## src/rtl/mst2_pkg.sv

```systemverilog
// shared types and constants for the track 2 bit encoder
`default_nettype none

package mst2_pkg;

    localparam logic [1:0] KIND_CLEAR  = 2'd0;
    localparam logic [1:0] KIND_APPEND = 2'd1;
    localparam logic [1:0] KIND_FETCH  = 2'd2;

    localparam logic [3:0] SYM_START = 4'hB;
    localparam logic [3:0] SYM_END   = 4'hF;

    // data bits per symbol before the parity bit
    localparam logic [2:0] SYM_DATA_BITS = 3'd4;

    localparam logic [5:0] RESET_ZEROS = 6'd10;

    localparam int PADDR_W = 4;
    localparam int PDATA_W = 32;

    localparam logic [1:0] REG_REVERSE_ORDER = 2'd0;
    localparam logic [1:0] REG_LEAD_ZEROS    = 2'd1;
    localparam logic [1:0] REG_TRAIL_ZEROS   = 2'd2;

    typedef struct packed {
        logic [1:0] kind;
        logic [3:0] digit;
    } in_beat_t;

    typedef struct packed {
        logic bit_value;
        logic last_bit;
        logic done_res;
        logic overflow;
    } out_beat_t;

endpackage

`default_nettype wire

```

## src/rtl/mst2_ram.sv

```systemverilog
// digit store: one write port, one registered read port
`default_nettype none

module mst2_ram #(
    parameter int DEPTH  = 64,
    parameter int ADDR_W = 6,
    parameter int WIDTH  = 4
) (
    input  wire logic              aclk,
    input  wire logic              wr_en,
    input  wire logic [ADDR_W-1:0] wr_addr,
    input  wire logic [WIDTH-1:0]  wr_data,
    input  wire logic              rd_en,
    input  wire logic [ADDR_W-1:0] rd_addr,
    output logic      [WIDTH-1:0]  rd_data
);

    logic [WIDTH-1:0] mem_reg [DEPTH];
    logic [WIDTH-1:0] rd_data_reg;

    always_ff @(posedge aclk) begin
        if (wr_en) begin
            mem_reg[wr_addr] <= wr_data;
        end
    end

    always_ff @(posedge aclk) begin
        if (rd_en) begin
            rd_data_reg <= mem_reg[rd_addr];
        end
    end

    assign rd_data = rd_data_reg;

endmodule

`default_nettype wire

```

## src/rtl/magstripe_track2_bit_encoder.sv

```systemverilog
// top level of the track 2 frame encoder
//
// Clear and append beats are taken in the idle state; a fetch beat issues the
// digit store read when it is taken and moves to the calc state, which forms
// the bit from the registered read data; no beat is taken until the bit is formed.
// A finished bit sits in an output register and the block keeps taking clear
// and append beats while it waits; a following fetch holds in the calc state
// until the output register is free. The digit store has no reset pass and
// is usable right after reset. Registers: reverse_order at 0x0, lead_zeros at
// 0x4, trail_zeros at 0x8.
`default_nettype none

module magstripe_track2_bit_encoder #(
    parameter int MAX_DIGITS = 64
) (
    input  wire logic                          aclk,
    input  wire logic                          aresetn,

    input  wire logic                          s_valid,
    output logic                               s_ready,
    input  wire mst2_pkg::in_beat_t            s_data,

    output logic                               m_valid,
    input  wire logic                          m_ready,
    output mst2_pkg::out_beat_t                m_data,

    input  wire logic                          psel,
    input  wire logic                          penable,
    input  wire logic                          pwrite,
    input  wire logic [mst2_pkg::PADDR_W-1:0]  paddr,
    input  wire logic [mst2_pkg::PDATA_W-1:0]  pwdata,
    output logic      [mst2_pkg::PDATA_W-1:0]  prdata,
    output logic                               pready
);

    localparam int CNT_W  = $clog2(MAX_DIGITS + 1);
    localparam int ADDR_W = (MAX_DIGITS > 1) ? $clog2(MAX_DIGITS) : 1;
    localparam logic [CNT_W-1:0] MAX_CNT = CNT_W'(MAX_DIGITS);

    typedef enum logic {
        ST_IDLE,
        ST_CALC
    } state_t;

    typedef enum logic [2:0] {
        PH_LEAD,
        PH_START,
        PH_DIGITS,
        PH_END,
        PH_LRC,
        PH_TRAIL,
        PH_DONE
    } phase_t;

    state_t              state_reg;
    logic                m_valid_reg;
    mst2_pkg::out_beat_t m_data_reg;

    logic       reverse_order_reg;
    logic [5:0] lead_zeros_reg;
    logic [5:0] trail_zeros_reg;

    logic [CNT_W-1:0] digit_count_reg;
    phase_t           phase_reg,  phase_next;
    logic [5:0]       zero_cnt_reg, zero_cnt_next;
    logic [CNT_W-1:0] sym_idx_reg, sym_idx_next;
    logic [2:0]       bit_pos_reg, bit_pos_next;
    logic             parity_reg, parity_next;
    logic [3:0]       lrc_reg, lrc_next;
    logic             dropped_reg;

    mst2_pkg::out_beat_t calc_beat;

    logic             s_beat;
    logic             wr_en;
    logic             rd_en;
    logic [CNT_W-1:0] rd_idx;
    logic [3:0]       rd_data;
    logic             out_free;
    logic             cfg_wr;

    logic [3:0] sym;
    logic [6:0] trail_sum;
    logic       data_bit;

    assign s_ready  = (state_reg == ST_IDLE);
    assign s_beat   = s_valid && s_ready;
    assign m_valid  = m_valid_reg;
    assign m_data   = m_data_reg;
    assign pready   = 1'b1;
    assign cfg_wr   = psel && penable && pwrite;
    assign out_free = !m_valid_reg || m_ready;

    assign wr_en  = s_beat && (s_data.kind == mst2_pkg::KIND_APPEND)
                    && (digit_count_reg < MAX_CNT);
    assign rd_en  = s_beat && (s_data.kind == mst2_pkg::KIND_FETCH);
    assign rd_idx = reverse_order_reg ? (digit_count_reg - CNT_W'(1) - sym_idx_reg)
                                      : sym_idx_reg;

    mst2_ram #(
        .DEPTH  (MAX_DIGITS),
        .ADDR_W (ADDR_W),
        .WIDTH  (4)
    ) u_store (
        .aclk    (aclk),
        .wr_en   (wr_en),
        .wr_addr (digit_count_reg[ADDR_W-1:0]),
        .wr_data (s_data.digit),
        .rd_en   (rd_en),
        .rd_addr (rd_idx[ADDR_W-1:0]),
        .rd_data (rd_data)
    );

    always_comb begin
        prdata = '0;
        case (paddr[3:2])
            mst2_pkg::REG_REVERSE_ORDER: prdata[0]   = reverse_order_reg;
            mst2_pkg::REG_LEAD_ZEROS:    prdata[5:0] = lead_zeros_reg;
            mst2_pkg::REG_TRAIL_ZEROS:   prdata[5:0] = trail_zeros_reg;
            default:                     prdata      = '0;
        endcase
    end

    // next bit of the frame
    always_comb begin
        phase_next    = phase_reg;
        zero_cnt_next = zero_cnt_reg;
        sym_idx_next  = sym_idx_reg;
        bit_pos_next  = bit_pos_reg;
        parity_next   = parity_reg;
        lrc_next      = lrc_reg;
        calc_beat     = '0;
        calc_beat.overflow = dropped_reg;
        sym       = rd_data;
        trail_sum = '0;
        data_bit  = 1'b0;

        if (phase_next == PH_LEAD && zero_cnt_next >= lead_zeros_reg) begin
            phase_next    = PH_START;
            zero_cnt_next = '0;
        end
        if (phase_next == PH_DIGITS && sym_idx_next >= digit_count_reg) begin
            phase_next = PH_END;
        end

        case (phase_next)
            PH_START: sym = mst2_pkg::SYM_START;
            PH_END:   sym = mst2_pkg::SYM_END;
            PH_LRC:   sym = lrc_reg;
            default:  sym = rd_data;
        endcase
        data_bit = sym[bit_pos_reg[1:0]];

        case (phase_next)
            PH_LEAD: begin
                zero_cnt_next = zero_cnt_next + 6'd1;
            end
            PH_TRAIL: begin
                trail_sum     = {1'b0, zero_cnt_next} + 7'd1;
                zero_cnt_next = trail_sum[5:0];
                if (trail_sum >= {1'b0, trail_zeros_reg}) begin
                    calc_beat.last_bit = 1'b1;
                    phase_next         = PH_DONE;
                end
            end
            PH_START, PH_DIGITS, PH_END, PH_LRC: begin
                if (bit_pos_reg < mst2_pkg::SYM_DATA_BITS) begin
                    calc_beat.bit_value = data_bit;
                    parity_next         = parity_reg ^ data_bit;
                    bit_pos_next        = bit_pos_reg + 3'd1;
                end else begin
                    calc_beat.bit_value = parity_reg;
                    bit_pos_next        = '0;
                    parity_next         = 1'b1;
                    if (phase_next != PH_LRC) begin
                        lrc_next = lrc_reg ^ sym;
                    end
                    case (phase_next)
                        PH_START: begin
                            phase_next   = PH_DIGITS;
                            sym_idx_next = '0;
                        end
                        PH_DIGITS: begin
                            sym_idx_next = sym_idx_reg + CNT_W'(1);
                        end
                        PH_END: begin
                            phase_next = PH_LRC;
                        end
                        default: begin
                            zero_cnt_next = '0;
                            if (trail_zeros_reg == 6'd0) begin
                                calc_beat.last_bit = 1'b1;
                                phase_next         = PH_DONE;
                            end else begin
                                phase_next = PH_TRAIL;
                            end
                        end
                    endcase
                end
            end
            default: begin
                calc_beat.done_res = 1'b1;
            end
        endcase
    end

    always_ff @(posedge aclk) begin
        if (!aresetn) begin
            state_reg         <= ST_IDLE;
            m_valid_reg       <= 1'b0;
            reverse_order_reg <= 1'b0;
            lead_zeros_reg    <= mst2_pkg::RESET_ZEROS;
            trail_zeros_reg   <= mst2_pkg::RESET_ZEROS;
            digit_count_reg   <= '0;
            dropped_reg       <= 1'b0;
            phase_reg         <= PH_LEAD;
            zero_cnt_reg      <= '0;
            sym_idx_reg       <= '0;
            bit_pos_reg       <= '0;
            parity_reg        <= 1'b1;
            lrc_reg           <= '0;
        end else begin
            if (state_reg == ST_CALC && out_free) begin
                m_valid_reg <= 1'b1;
            end else if (m_valid_reg && m_ready) begin
                m_valid_reg <= 1'b0;
            end

            if (cfg_wr) begin
                case (paddr[3:2])
                    mst2_pkg::REG_REVERSE_ORDER: reverse_order_reg <= pwdata[0];
                    mst2_pkg::REG_LEAD_ZEROS:    lead_zeros_reg    <= pwdata[5:0];
                    mst2_pkg::REG_TRAIL_ZEROS:   trail_zeros_reg   <= pwdata[5:0];
                    default: ;
                endcase
            end

            case (state_reg)
                ST_IDLE: begin
                    if (s_valid) begin
                        case (s_data.kind)
                            mst2_pkg::KIND_CLEAR: begin
                                digit_count_reg <= '0;
                                dropped_reg     <= 1'b0;
                                phase_reg       <= PH_LEAD;
                                zero_cnt_reg    <= '0;
                                sym_idx_reg     <= '0;
                                bit_pos_reg     <= '0;
                                parity_reg      <= 1'b1;
                                lrc_reg         <= '0;
                            end
                            mst2_pkg::KIND_APPEND: begin
                                if (digit_count_reg < MAX_CNT) begin
                                    digit_count_reg <= digit_count_reg + CNT_W'(1);
                                end else begin
                                    dropped_reg <= 1'b1;
                                end
                            end
                            mst2_pkg::KIND_FETCH: begin
                                state_reg <= ST_CALC;
                            end
                            default: ;
                        endcase
                    end
                end
                ST_CALC: begin
                    if (out_free) begin
                        phase_reg    <= phase_next;
                        zero_cnt_reg <= zero_cnt_next;
                        sym_idx_reg  <= sym_idx_next;
                        bit_pos_reg  <= bit_pos_next;
                        parity_reg   <= parity_next;
                        lrc_reg      <= lrc_next;
                        m_data_reg   <= calc_beat;
                        state_reg    <= ST_IDLE;
                    end
                end
                default: begin
                    state_reg <= ST_IDLE;
                end
            endcase
        end
    end

endmodule

`default_nettype wire
```

## config.mk

```make
export PLATFORM = sky130hd
export DESIGN_NAME = magstripe_track2_bit_encoder
export DESIGN_NICKNAME = d
export VERILOG_FILES = /design/src/rtl/mst2_pkg.sv /design/src/rtl/mst2_ram.sv /design/src/rtl/magstripe_track2_bit_encoder.sv
export SDC_FILE = /design/constraint.sdc
export NUM_CORES = 1
export LEC_CHECK = 0
export BUFFER_PORTS_ARGS = -buffer_cell sky130_fd_sc_hd__buf_2
export CORE_MARGIN = 10
export CORE_UTILIZATION = 50
export CTS_BUF_LIST = sky130_fd_sc_hd__clkbuf_16
export DETAILED_ROUTE_END_ITERATION = 10
export PLACE_DENSITY_LB_ADDON = 0.25
export REMOVE_ABC_BUFFERS = 1
export SLEW_MARGIN = 20
export SYNTH_ARGS = -nofsm -noshare
export SYNTH_HDL_FRONTEND = slang
export SYNTH_SLANG_ARGS = --single-unit
```

## constraint.sdc

```tcl
create_clock -name aclk -period 10.24 [get_ports aclk]
set_input_delay 0.512 -clock aclk [delete_from_list [all_inputs] [get_ports aclk]]
set_output_delay 0.512 -clock aclk [all_outputs]
set_load 0.03 [all_outputs]
```

==> out/summary.log, run 1 <==
INFO  placement      place.gp.congestion=0.864
INFO  sta            grt_setup_unrepaired=false
INFO  detailed_routing drt-wirelength-per-cell=20.9µm
INFO  sta            tns=0ns
INFO  setup_path     rr_worst_depth=18
INFO  sta            fmax=231MHz
INFO  clocking       worstSkewPairLatency=0.57ns
INFO  sta            period_share=0.422
INFO  synthesis      yosysWarningCount=0
INFO  global_route   globalRouteTotalUtil=0.167
INFO  setup_path     setup_crit_path_kind=flip-flop to flip-flop
INFO  clocking       clock_tree.buffer_depth=3
INFO  finish         drive_above_1_share=0.162
INFO  setup_path     regToRegStartpoint=lead_zeros_reg[5]
INFO  clocking       hold_buffers=0
INFO  setup_path     critical_path_peak_fanout=7
INFO  detailed_routing firstDrtPassIters=7
INFO  clocking       cts_tree=done
INFO  finish         num_antenna_cells=0
INFO  finish         multi_input_area=4820µm²
INFO  floorplan      ios=88
INFO  setup_path     worst-r2r-setup-slack=5.92ns
INFO  global_route   grt_pass1_wl=47.5mm
INFO  synthesis      syn-cell-area=14,100µm²
INFO  detailed_routing drcViolationCount=0
INFO  floorplan      design.die.area=35,400µm²
INFO  detailed_routing via_count=8,397
INFO  detailed_routing detail_route.iter0.violations=651
INFO  clocking       cts_sinks=311
INFO  outcome        outcome=completed
INFO  clocking       clockRootBuffer=sky130_fd_sc_hd__clkbuf_16
INFO  global_route   grt_remaining_overflow=0
INFO  clocking       post_cts_resized=0
INFO  setup_path     start_kind=flip-flop
INFO  sta            finalCriticalPeriod=4.32ns
INFO  finish         seq_area=8870µm²
INFO  placement      detailedPlacementHpwl=19.2mm
INFO  flow_run       drv_cap=0
INFO  synthesis      syn-mean-instance-area=14.1µm²
INFO  clocking       cts.repair_timing.setup_buffer_count=0
INFO  power_and_ir_drop pwr_density_cell=173nW/µm²
INFO  sta            final_critical_path_setup_slack=5.92ns
INFO  min_path       worst_hold_path.num_cells=3
INFO  floorplan      die_y=188µm
INFO  global_route   grt_pass1_vias=8,327
INFO  setup_path     cp-end-kind=flip-flop
INFO  finish         nFillCells=2,209
INFO  clocking       clk_pin_slew_worst_paths=0.07ns
INFO  clocking       cts_inserted_buffers=31
INFO  finish         final_cell_area=15,600µm²
INFO  finish         layout.nets=1,112
INFO  floorplan      die_width=188µm
INFO  min_path       hp-start=pwdata[2]
INFO  detailed_routing routed_wire_length=30.0mm
INFO  power_and_ir_drop vdd_drop_max=0.145mV
INFO  placement      postPlaceCellArea=14,500µm²
INFO  sta            skew=0.0139ns
INFO  synthesis      synthFlopType=sky130_fd_sc_hd__edfxtp_1
INFO  setup_path     crit-reg2reg-capture=phase_reg[1]
INFO  synthesis      async_flop_share=0
INFO  global_route   grt_max_degree=65
INFO  floorplan      core_area=27,900µm²
INFO  synthesis      post_synth_inst_count=1,004
INFO  floorplan      starting_utilization_of_the_core_area=0.507
INFO  power_and_ir_drop power_leakage=5.33nW
INFO  clocking       htreeDepth=1
INFO  finish         areaGrowthSynthToFinish=10.7%
INFO  detailed_routing final_antenna_net_count=0
INFO  sta            max_transition_margin=0.280
INFO  placement      placement.io_buffers=32
INFO  synthesis      synth-edff-count=264
INFO  setup_path     critical_path_arrival=4.78ns
INFO  min_path       hold_path.class=input pin to flip-flop
INFO  floorplan      rows=61
INFO  sta            tightest_slew=1.08ns
INFO  placement      dp_worst_setup_slack=6.01ns
INFO  sta            setup_viol=0
INFO  sta            final_max_slew_viol_count=0
INFO  global_route   grt_antenna_before_repair=0
INFO  synthesis      ys_seq_area_frac=0.628
INFO  sta            hold_viol_final=0
INFO  detailed_routing vias_per_cell=5.86
INFO  min_path       endpoint_of_the_worst_hold_timing_path=trail_zeros_reg[2]
INFO  setup_path     worst_ep_required_time=10.70ns
INFO  synthesis      yosys_register_bits=311
INFO  synthesis      ys_types=79
INFO  finish         largest_register_ff_count=256
## how the worst max path moves through the flow
stage	end	slack, ns	from	depth (start not counted)
floorplan	u_store.rd_data[0]	2.26	digit_count_reg[0]	7
global placement	u_store.rd_data[3]	6.08	reverse_order_reg	8
detailed placement	phase_reg[1]	6.01	lead_zeros_reg[5]	18
CTS	phase_reg[1]	5.97	lead_zeros_reg[5]	18
global route	phase_reg[1]	5.55	lead_zeros_reg[5]	18
finish	phase_reg[1]	5.92	lead_zeros_reg[5]	18
## power by group
group          switching [mW]  leakage, nW  internal, mW
Sequential            0.00309         2.76          1.37
Combinational          0.0649         2.01        0.0231
Clock                   0.485        0.566         0.759
## cells by family (layout without fill, tap and decap cells)
| logic type | after synthesis | after routing | synth area share |
|---|---|---|---|
| multiplexers | 101 | 101 | 0.129 |
| flip-flops | 311 | 311 | 0.628 |
| other | 2 | 27 | 0.000532 |
| AO/OA/AOI/OAI | 150 | 150 | 0.0729 |
| XOR/XNOR | 8 | 8 | 0.00496 |
| buffers and inverters | 105 | 132 | 0.0392 |
| AND/OR/NAND/NOR | 295 | 295 | 0.0963 |
| adder cells (fa/ha/maj) | 32 | 32 | 0.0289 |
## through the flow
stage          instances  hold slack [ns]   util  power, mW
5_1_grt             1434            0.176  0.561       2.79
2_1_floorplan        961            0.409      -       1.46
6_report            1434            0.191  0.561       2.71
3_5_place_dp        1376            0.474  0.520       1.49
3_3_place_gp        1376            0.460  0.520       1.49
4_1_cts             1434            0.172  0.561       2.73
## cell type report
type,instances,share of cell area
Clock buffer,31,0.0496
Clock inverter,27,0.0231
Inverter,37,0.00888
Multi-Input combinational cell,613,0.308
Sequential cell,311,0.567
Tap cell,378,0.0302
Timing Repair Buffer,37,0.0131
## critical path, cell delays in order (launching register included)
cell and delay (ns):
sky130_fd_sc_hd__dfxtp_1 0.35, sky130_fd_sc_hd__inv_1 0.07, sky130_fd_sc_hd__ha_1 0.29, sky130_fd_sc_hd__nand2_1 0.10, sky130_fd_sc_hd__nor2_2 0.33, sky130_fd_sc_hd__a21oi_1 0.22
sky130_fd_sc_hd__nor3_1 0.55, sky130_fd_sc_hd__nor2_1 0.16, sky130_fd_sc_hd__ha_1 0.28, sky130_fd_sc_hd__nand3_1 0.13, sky130_fd_sc_hd__xor2_1 0.17, sky130_fd_sc_hd__nor2_1 0.09
sky130_fd_sc_hd__ha_1 0.33, sky130_fd_sc_hd__a21o_1 0.16, sky130_fd_sc_hd__a21oi_1 0.13, sky130_fd_sc_hd__o21ai_0 0.11, sky130_fd_sc_hd__o21ai_0 0.40, sky130_fd_sc_hd__o21ai_0 0.16
sky130_fd_sc_hd__a22o_1 0.19
## cell usage after synthesis (4+ instances only)
library cell	count	share of area
sky130_fd_sc_hd__o21ai_1	6	0.0021
sky130_fd_sc_hd__a21o_1	6	0.0032
sky130_fd_sc_hd__o211ai_1	11	0.0058
sky130_fd_sc_hd__or4_1	4	0.0021
sky130_fd_sc_hd__inv_1	34	0.0090
sky130_fd_sc_hd__edfxtp_1	264	0.56
sky130_fd_sc_hd__a31oi_1	6	0.0027
sky130_fd_sc_hd__mux4_2	65	0.10
sky130_fd_sc_hd__a22oi_1	10	0.0053
sky130_fd_sc_hd__ha_1	31	0.027
sky130_fd_sc_hd__mux2i_1	36	0.026
sky130_fd_sc_hd__o31ai_1	6	0.0032
sky130_fd_sc_hd__clkbuf_1	17	0.0045
sky130_fd_sc_hd__nor2_1	113	0.030
sky130_fd_sc_hd__a41oi_1	4	0.0025
sky130_fd_sc_hd__o21ai_0	20	0.0071
sky130_fd_sc_hd__nor3_1	10	0.0035
sky130_fd_sc_hd__buf_2	12	0.0043
sky130_fd_sc_hd__nand3_1	34	0.012
sky130_fd_sc_hd__or3_1	4	0.0018
sky130_fd_sc_hd__nand2b_1	7	0.0031
sky130_fd_sc_hd__and2_1	4	0.0018
sky130_fd_sc_hd__nor2b_1	8	0.0035
sky130_fd_sc_hd__and3_1	7	0.0031
sky130_fd_sc_hd__buf_4	34	0.018
sky130_fd_sc_hd__nor4_1	5	0.0022
sky130_fd_sc_hd__dfxtp_1	47	0.067
sky130_fd_sc_hd__a211oi_1	10	0.0053
sky130_fd_sc_hd__a21oi_1	40	0.014
sky130_fd_sc_hd__xnor2_1	6	0.0037
sky130_fd_sc_hd__nand2_1	80	0.021
## layout by cell type, fill, tap and decap left out, types with 11 or more instances in the layout
| master | count |
|---|---|
| sky130_fd_sc_hd__nor2_1 | 113 |
| sky130_fd_sc_hd__mux4_2 | 65 |
| sky130_fd_sc_hd__a21oi_1 | 40 |
| sky130_fd_sc_hd__nand3_1 | 34 |
| sky130_fd_sc_hd__mux2i_1 | 35 |
| sky130_fd_sc_hd__o211ai_1 | 11 |
| sky130_fd_sc_hd__conb_1 | 27 |
| sky130_fd_sc_hd__ha_1 | 31 |
| sky130_fd_sc_hd__edfxtp_1 | 264 |
| sky130_fd_sc_hd__o21ai_0 | 20 |
| sky130_fd_sc_hd__dfxtp_1 | 47 |
| sky130_fd_sc_hd__buf_2 | 29 |
| sky130_fd_sc_hd__clkbuf_16 | 31 |
| sky130_fd_sc_hd__nand2_1 | 80 |
| sky130_fd_sc_hd__inv_1 | 38 |
## metal layers
metal,vias to the layer above,track usage,routed length [µm]
met4,0,0.0397,615
met2,295,0.270,14200
li1,3860,-,-
met3,44,0.0321,1970
met5,-,0,0
met1,4198,0.228,13200
No activity file was read; power rests on OpenSTA's default activity.
==> run 2, diff against run 1 <==
--- a/config.mk
+++ b/config.mk
@@ -5,6 +5,7 @@
 export SDC_FILE = /design/constraint.sdc
 export NUM_CORES = 1
 export LEC_CHECK = 0
+export ABC_AREA = 1
 export BUFFER_PORTS_ARGS = -buffer_cell sky130_fd_sc_hd__buf_2
 export CORE_MARGIN = 10
 export CORE_UTILIZATION = 50
==> constraint.sdc (replaced) <==
create_clock -name aclk -period 4.2 [get_ports aclk]
set_input_delay 0.21 -clock aclk [delete_from_list [all_inputs] [get_ports aclk]]
set_output_delay 0.21 -clock aclk [all_outputs]
set_load 0.03 [all_outputs]
==> out/summary.log, run 2 <==
INFO  setup_path     start_kind=flip-flop
INFO  sta            final_max_slew_viol_count=0
INFO  power_and_ir_drop sequentialPowerShare=0.509
INFO  power_and_ir_drop pwr_density_cell=424nW/µm²
INFO  synthesis      yosysWarningCount=0
INFO  floorplan      rows=61
INFO  floorplan      core_area=27,900µm²
INFO  power_and_ir_drop share_of_power_burned_in_combinational_logic=0.072
INFO  power_and_ir_drop internal_power=5.07mW
INFO  setup_path     regToRegStartpoint=lead_zeros_reg[5]
INFO  detailed_routing firstDrtPassIters=6
INFO  sta            skew=0.0150ns
INFO  power_and_ir_drop netSwitchingPower=1.55mW
INFO  synthesis      yosys.cell_count.top_type=sky130_fd_sc_hd__edfxtp_1
INFO  power_and_ir_drop power_switching_share=0.234
INFO  detailed_routing final_antenna_net_count=0
INFO  setup_path     crit-reg2reg-capture=m_data[2]
INFO  synthesis      ys_seq_area_frac=0.623
INFO  synthesis      ys_types=45
INFO  placement      detailedPlacementHpwl=20.3mm
INFO  detailed_routing drt-wirelength-per-cell=18.2µm
INFO  sta            grt_setup_unrepaired=false
INFO  placement      place.gp.congestion=0.868
INFO  clocking       clk_pin_slew_worst_paths=0.06ns
INFO  setup_path     critical_path_peak_fanout=7
INFO  setup_path     critical_path.max_stage_delay=0.34ns
INFO  sta            tns=0ns
INFO  finish         drive_above_1_share=0.0904
INFO  setup_path     worst-r2r-setup-slack=0.69ns
INFO  setup_path     cp-end-kind=flip-flop
INFO  finish         mostFrequentLayoutCell=sky130_fd_sc_hd__edfxtp_1
INFO  synthesis      async_flop_share=0
INFO  global_route   grt_pass1_vias=9,561
INFO  setup_path     timing.critical_path.max_delay_family=simple AND/OR/NAND/NOR gates
INFO  setup_path     setup_crit_path_kind=flip-flop to flip-flop
INFO  detailed_routing drcViolationCount=0
INFO  detailed_routing vias_per_cell=5.56
INFO  sta            fmax=285MHz
INFO  clocking       cts_sinks=311
INFO  setup_path     timing.critical_path.cells=inv_1, ha_1, nand2_1, inv_1, a21oi_2, nand2_2, nand2_2, inv_1, nor2_1, ha_1, nand3_1, xor2_1, ha_1, a21o_1, a211oi_1, nand2_1, nand2_1, o31ai_1
INFO  sta            setup_viol=0
INFO  power_and_ir_drop vdd_drop_max=0.269mV
INFO  setup_path     cpMaxStageDelayCell=sky130_fd_sc_hd__dfxtp_1
INFO  sta            tightest_slew=1.01ns
INFO  setup_path     worst_setup_path_startpoint=lead_zeros_reg[5]
INFO  setup_path     worst_ep_required_time=4.45ns
INFO  finish         num_antenna_cells=0
INFO  setup_path     rr_worst_depth=18
INFO  clocking       cts_tree=done
INFO  detailed_routing detail_route.iter0.violations=1,024
INFO  detailed_routing routed_wire_length=32.3mm
INFO  clocking       clockRootBuffer=sky130_fd_sc_hd__clkbuf_16
INFO  clocking       cts_inserted_buffers=34
INFO  global_route   grt_remaining_overflow=0
INFO  sta            max_transition_margin=0.325
INFO  outcome        outcome=completed
INFO  clocking       htreeDepth=2
INFO  synthesis      yosys_register_bits=311
INFO  finish         nFillCells=2,380
INFO  sta            hold_viol_final=0
INFO  finish         layout.nets=1,451
INFO  synthesis      post_synth_inst_count=1,344
INFO  min_path       hold_path.class=input pin to flip-flop
INFO  finish         areaGrowthSynthToFinish=9.67%
INFO  finish         final_cell_mix=264 x sky130_fd_sc_hd__edfxtp_1, 240 x sky130_fd_sc_hd__nor2_1, 148 x sky130_fd_sc_hd__nand2_1, 108 x sky130_fd_sc_hd__o21ai_1, 90 x sky130_fd_sc_hd__inv_1
INFO  synthesis      synthDominantCellAreaShare=0.557
INFO  global_route   grt_max_degree=129
INFO  sta            finalCriticalPeriod=3.51ns
INFO  floorplan      die_width=189µm
INFO  synthesis      synth_top_area_cell=sky130_fd_sc_hd__edfxtp_1
INFO  global_route   grt_pass1_wl=51.5mm
INFO  synthesis      synth_common_cells=264 x sky130_fd_sc_hd__edfxtp_1, 240 x sky130_fd_sc_hd__nor2_1, 148 x sky130_fd_sc_hd__nand2_1, 108 x sky130_fd_sc_hd__o21ai_1, 83 x sky130_fd_sc_hd__inv_1
INFO  power_and_ir_drop power_leakage=5.52nW
INFO  finish         largest_register_ff_count=256
INFO  synthesis      syn-cell-area=14,200µm²
INFO  clocking       hold_buffers=4
INFO  setup_path     path_depth=18
INFO  setup_path     critical_path.endpoint=m_data[2]
INFO  setup_path     worst-path-buf-inv=3
INFO  floorplan      ios=88
INFO  global_route   globalRouteTotalUtil=0.179
INFO  synthesis      synth_top_cells_by_area=sky130_fd_sc_hd__edfxtp_1 56%, sky130_fd_sc_hd__dfxtp_1 6.6%, sky130_fd_sc_hd__nor2_1 6.3%
INFO  global_route   grt_antenna_before_repair=0
INFO  clocking       worstSkewPairLatency=0.51ns
INFO  synthesis      synthFlopType=sky130_fd_sc_hd__edfxtp_1
INFO  clocking       cts.repair_timing.setup_buffer_count=0
INFO  synthesis      syn-mean-instance-area=10.6µm²
INFO  floorplan      die_y=189µm
INFO  sta            finalHoldWorstSlack=0.0145ns
INFO  clocking       clock_tree.buffer_depth=3
INFO  power_and_ir_drop clockPowerShare=0.419
INFO  clocking       post_cts_resized=0
INFO  flow_run       drv_cap=0
INFO  synthesis      synth-edff-count=264
INFO  floorplan      starting_utilization_of_the_core_area=0.510
INFO  setup_path     critical_path_arrival=3.76ns
INFO  floorplan      design.die.area=35,600µm²
INFO  detailed_routing via_count=9,852
INFO  sta            period_share=0.836
INFO  placement      placement.io_buffers=32
==> run 2: logic make-up after synthesis <==
| logic type | share of synthesized area |
|---|---|
| fa+ha+maj | 0.0286 |
| compound gates | 0.137 |
| xor+xnor | 0.00738 |
| flops | 0.623 |
| simple gates | 0.137 |
| other cells | 0.000527 |
| buf+inv | 0.0659 |
==> run 2: power by group through the flow <==
stage | Combinational [mW] | Sequential, mW | Clock [mW]
3_5_place_dp | 0.471 | 3.44 | 0
3_3_place_gp | 0.465 | 3.44 | 0
2_1_floorplan | 0.292 | 3.43 | 0
5_1_grt | 0.529 | 3.37 | 2.96
6_report | 0.478 | 3.37 | 2.78
4_1_cts | 0.475 | 3.37 | 2.82
==> run 2: how the worst min path moves through the flow <==
stage,cells past startpoint,endpoint,from,slack [ns]
global placement,0,m_data[0],dropped_reg,0.44
floorplan,0,u_store.mem_reg[0][0],s_data[0],0.31
detailed placement,0,m_data[0],dropped_reg,0.44
global route,3,lead_zeros_reg[5],pwdata[5],0.05
CTS,3,lead_zeros_reg[2],pwdata[2],0.0009
finish,3,lead_zeros_reg[2],pwdata[2],0.01
==> run 2: metal layers <==
layer  routed length (µm)  share of wire  global-route usage  up-vias
met4                  821          0.025              0.0614        0
met2                15000           0.47               0.285      303
met1                14400           0.45               0.245     4722
li1                     -              -                   -     4771
met5                    0              0                   0        -
met3                 2000          0.062              0.0264       56
==> run 2: worst reg2reg max path: stages (launching register included) <==
cell,delay [ns]
sky130_fd_sc_hd__dfxtp_1,0.34
sky130_fd_sc_hd__inv_1,0.07
sky130_fd_sc_hd__ha_1,0.31
sky130_fd_sc_hd__nand2_1,0.10
sky130_fd_sc_hd__inv_1,0.05
sky130_fd_sc_hd__a21oi_2,0.16
sky130_fd_sc_hd__nand2_2,0.10
sky130_fd_sc_hd__nand2_2,0.16
sky130_fd_sc_hd__inv_1,0.11
sky130_fd_sc_hd__nor2_1,0.26
sky130_fd_sc_hd__ha_1,0.25
sky130_fd_sc_hd__nand3_1,0.13
sky130_fd_sc_hd__xor2_1,0.24
sky130_fd_sc_hd__ha_1,0.29
sky130_fd_sc_hd__a21o_1,0.16
sky130_fd_sc_hd__a211oi_1,0.24
sky130_fd_sc_hd__nand2_1,0.13
sky130_fd_sc_hd__nand2_1,0.10
sky130_fd_sc_hd__o31ai_1,0.07
==> run 2: layout make-up <==
class / instances / area (µm²) / share of cell area
flip-flops and latches: 311 / 8870 / 0.568
multi-input cells: 880 / 4540 / 0.291
clock buffers: 35 / 876 / 0.0561
well taps: 378 / 473 / 0.0303
inverters: 94 / 357 / 0.0228
repair buffers: 49 / 323 / 0.0207
clock inverters: 25 / 173 / 0.0111
==> run 2: stage by stage <==
stage | util | cell area [µm²] | instances | setup WS, ns | power (mW)
after global placement | 0.520 | 14500 | 1708 | 0.794 | 3.90
after floorplan | - | 13700 | 1285 | 0.300 | 3.73
after detailed placement | 0.520 | 14500 | 1708 | 0.739 | 3.91
after CTS | 0.559 | 15600 | 1772 | 0.712 | 6.67
after global routing | 0.559 | 15600 | 1772 | 0.365 | 6.86
final | 0.559 | 15600 | 1772 | 0.691 | 6.63
==> run 3, diff against run 2 <==
==> constraint.sdc (replaced) <==
create_clock -name aclk -period 3.4 [get_ports aclk]
set_input_delay 0.17 -clock aclk [delete_from_list [all_inputs] [get_ports aclk]]
set_output_delay 0.17 -clock aclk [all_outputs]
set_load 0.03 [all_outputs]
==> out/summary.log, run 3 (synthesis gave the netlist of run 2 again) <==
INFO  finish         areaGrowthSynthToFinish=11.0%
INFO  floorplan      starting_utilization_of_the_core_area=0.510
INFO  flow_run       drv_cap=0
INFO  clocking       cts_sinks=311
INFO  setup_path     start_kind=flip-flop
INFO  finish         largest_register_ff_count=256
INFO  clocking       cts_inserted_buffers=34
INFO  global_route   grt_pass1_vias=9,506
INFO  sta            period_share=0.951
INFO  finish         nFillCells=2,382
INFO  floorplan      ios=88
INFO  detailed_routing drt-wirelength-per-cell=18.7µm
INFO  detailed_routing firstDrtPassIters=5
INFO  global_route   groute.layer.met3.usage=0.0294
INFO  clocking       cts.repair_timing.setup_buffer_count=0
INFO  power_and_ir_drop vdd_drop_max=0.367mV
INFO  floorplan      rows=61
INFO  finish         final_cell_mix=264 x sky130_fd_sc_hd__edfxtp_1, 238 x sky130_fd_sc_hd__nor2_1, 147 x sky130_fd_sc_hd__nand2_1, 108 x sky130_fd_sc_hd__o21ai_1, 90 x sky130_fd_sc_hd__inv_1
INFO  finish         num_antenna_cells=0
INFO  placement      place.gp.congestion=0.854
INFO  clocking       worstSkewPairLatency=0.52ns
INFO  sta            hold_viol_final=0
INFO  finish         mostFrequentLayoutCell=sky130_fd_sc_hd__edfxtp_1
INFO  finish         fin_util=0.566
INFO  placement      detailedPlacementHpwl=21.6mm
INFO  outcome        outcome=completed
INFO  detailed_routing drcViolationCount=0
INFO  clocking       clk_pin_slew_worst_paths=0.06ns
INFO  power_and_ir_drop power_leakage=5.60nW
INFO  setup_path     cp-end-kind=flip-flop
INFO  detailed_routing detail_route.iter0.violations=885
INFO  setup_path     critical_path_arrival=3.49ns
INFO  detailed_routing vias_per_cell=5.60
INFO  detailed_routing routed_wire_length=33.4mm
INFO  floorplan      design.die.area=35,600µm²
INFO  sta            final_max_slew_viol_count=0
INFO  floorplan      die_y=189µm
INFO  global_route   grt_max_degree=129
INFO  sta            final_critical_path_setup_slack=0.167ns
INFO  global_route   globalRouteTotalUtil=0.183
INFO  setup_path     setup_crit_path_kind=flip-flop to flip-flop
INFO  placement      dp_worst_setup_slack=0.186ns
INFO  sta            fmax=309MHz
INFO  global_route   use_met2=0.292
INFO  sta            grt_setup_unrepaired=false
INFO  floorplan      core_area=27,900µm²
INFO  placement      placement.io_buffers=32
INFO  detailed_routing final_antenna_net_count=0
INFO  power_and_ir_drop pwr_density_cell=525nW/µm²
INFO  clocking       htreeDepth=2
INFO  global_route   grt_most_used_layer=met2
INFO  global_route   grt_antenna_before_repair=0
INFO  setup_path     critical_path_peak_fanout=21
INFO  clocking       cts_tree=done
INFO  clocking       clock_tree.buffer_depth=3
INFO  sta            setup_viol=0
INFO  sta            max_transition_margin=0.489
INFO  min_path       hold_path.class=input pin to flip-flop
INFO  clocking       clockRootBuffer=sky130_fd_sc_hd__clkbuf_16
INFO  sta            finalCriticalPeriod=3.23ns
INFO  finish         drive_above_1_share=0.104
INFO  global_route   grt_pass1_wl=52.7mm
INFO  global_route   grt_remaining_overflow=0
INFO  finish         layout.nets=1,463
INFO  sta            skew=0.0205ns
INFO  floorplan      die_width=189µm
INFO  sta            tightest_slew=0.766ns
INFO  setup_path     worst_ep_required_time=3.66ns
INFO  global_route   grt.met1_usage=0.253
INFO  detailed_routing via_count=10,007
run 3: area by class of cell:
type / count / area [µm²] / share of cell area
multi-input cells: 880 / 4590 / 0.290
clock buffers: 34 / 851 / 0.0538
inverters: 94 / 357 / 0.0226
flip-flops and latches: 311 / 8870 / 0.561
repair buffers: 61 / 445 / 0.0282
clock inverters: 28 / 225 / 0.0142
well taps: 378 / 473 / 0.0299
run 3: critical path, cell delays in order, from the launching register on:
cell	delay, ns
sky130_fd_sc_hd__dfxtp_1	0.42
sky130_fd_sc_hd__inv_1	0.10
sky130_fd_sc_hd__ha_1	0.20
sky130_fd_sc_hd__inv_1	0.10
sky130_fd_sc_hd__fa_1	0.46
sky130_fd_sc_hd__o21ai_4	0.28
sky130_fd_sc_hd__inv_2	0.22
sky130_fd_sc_hd__buf_4	0.28
sky130_fd_sc_hd__o21ai_2	0.09
sky130_fd_sc_hd__o22ai_1	0.07
sky130_fd_sc_hd__nand2_1	0.08
sky130_fd_sc_hd__o21ai_1	0.13
sky130_fd_sc_hd__o211ai_1	0.22
sky130_fd_sc_hd__nand2_1	0.11
sky130_fd_sc_hd__o21a_1	0.20
run 3: what timing repair did:
| action | 4_1_cts | 5_1_grt |
|---|---|---|
| hold endpoints to repair | 13 | 0 |
| hold buffers | 7 | 0 |
| gates resized for setup | 0 | 11 |
| endpoints found under the setup margin | 0 | 3 |
run 3: worst paths after layout:
kind                            slack, ns           start  cells past startpoint                  to
worst min-delay path                 0.04         s_valid                      3         dropped_reg
worst max register to register       0.17  sym_idx_reg[0]                     14  u_store.rd_data[1]
worst max-delay path                 0.17  sym_idx_reg[0]                     14  u_store.rd_data[1]
worst min register to register       0.44     dropped_reg                      0           m_data[0]
run 3: metrics by stage:
| stage | instances | power, mW | TNS [ns] | area [µm²] | hold slack (ns) |
|---|---|---|---|---|---|
| after floorplan | 1285 | 4.60 | -2.00 | 13700 | 0.269 |
| after global placement | 1717 | 4.83 | 0 | 14600 | 0.416 |
| after detailed placement | 1717 | 4.84 | 0 | 14600 | 0.416 |
| after CTS | 1786 | 8.34 | 0 | 15800 | 0.0321 |
| after global routing | 1786 | 8.60 | 0 | 15800 | 0.0602 |
| final | 1786 | 8.30 | 0 | 15800 | 0.0445 |
run 3: per-layer routing:
metal | vias to the layer above | wire (µm)
met5 | - | 0
li1 | 4803 | -
met3 | 51 | 2060
met1 | 4821 | 14700
met4 | 0 | 691
met2 | 332 | 15900
run 3: power breakdown:
part / internal, mW / leakage (nW) / switching, mW
Combinational: 0.169 / 2.28 / 0.438
Clock: 2.06 / 0.562 / 1.47
Sequential: 4.15 / 2.75 / 0.0150
Total: 6.38 / 5.60 / 1.92
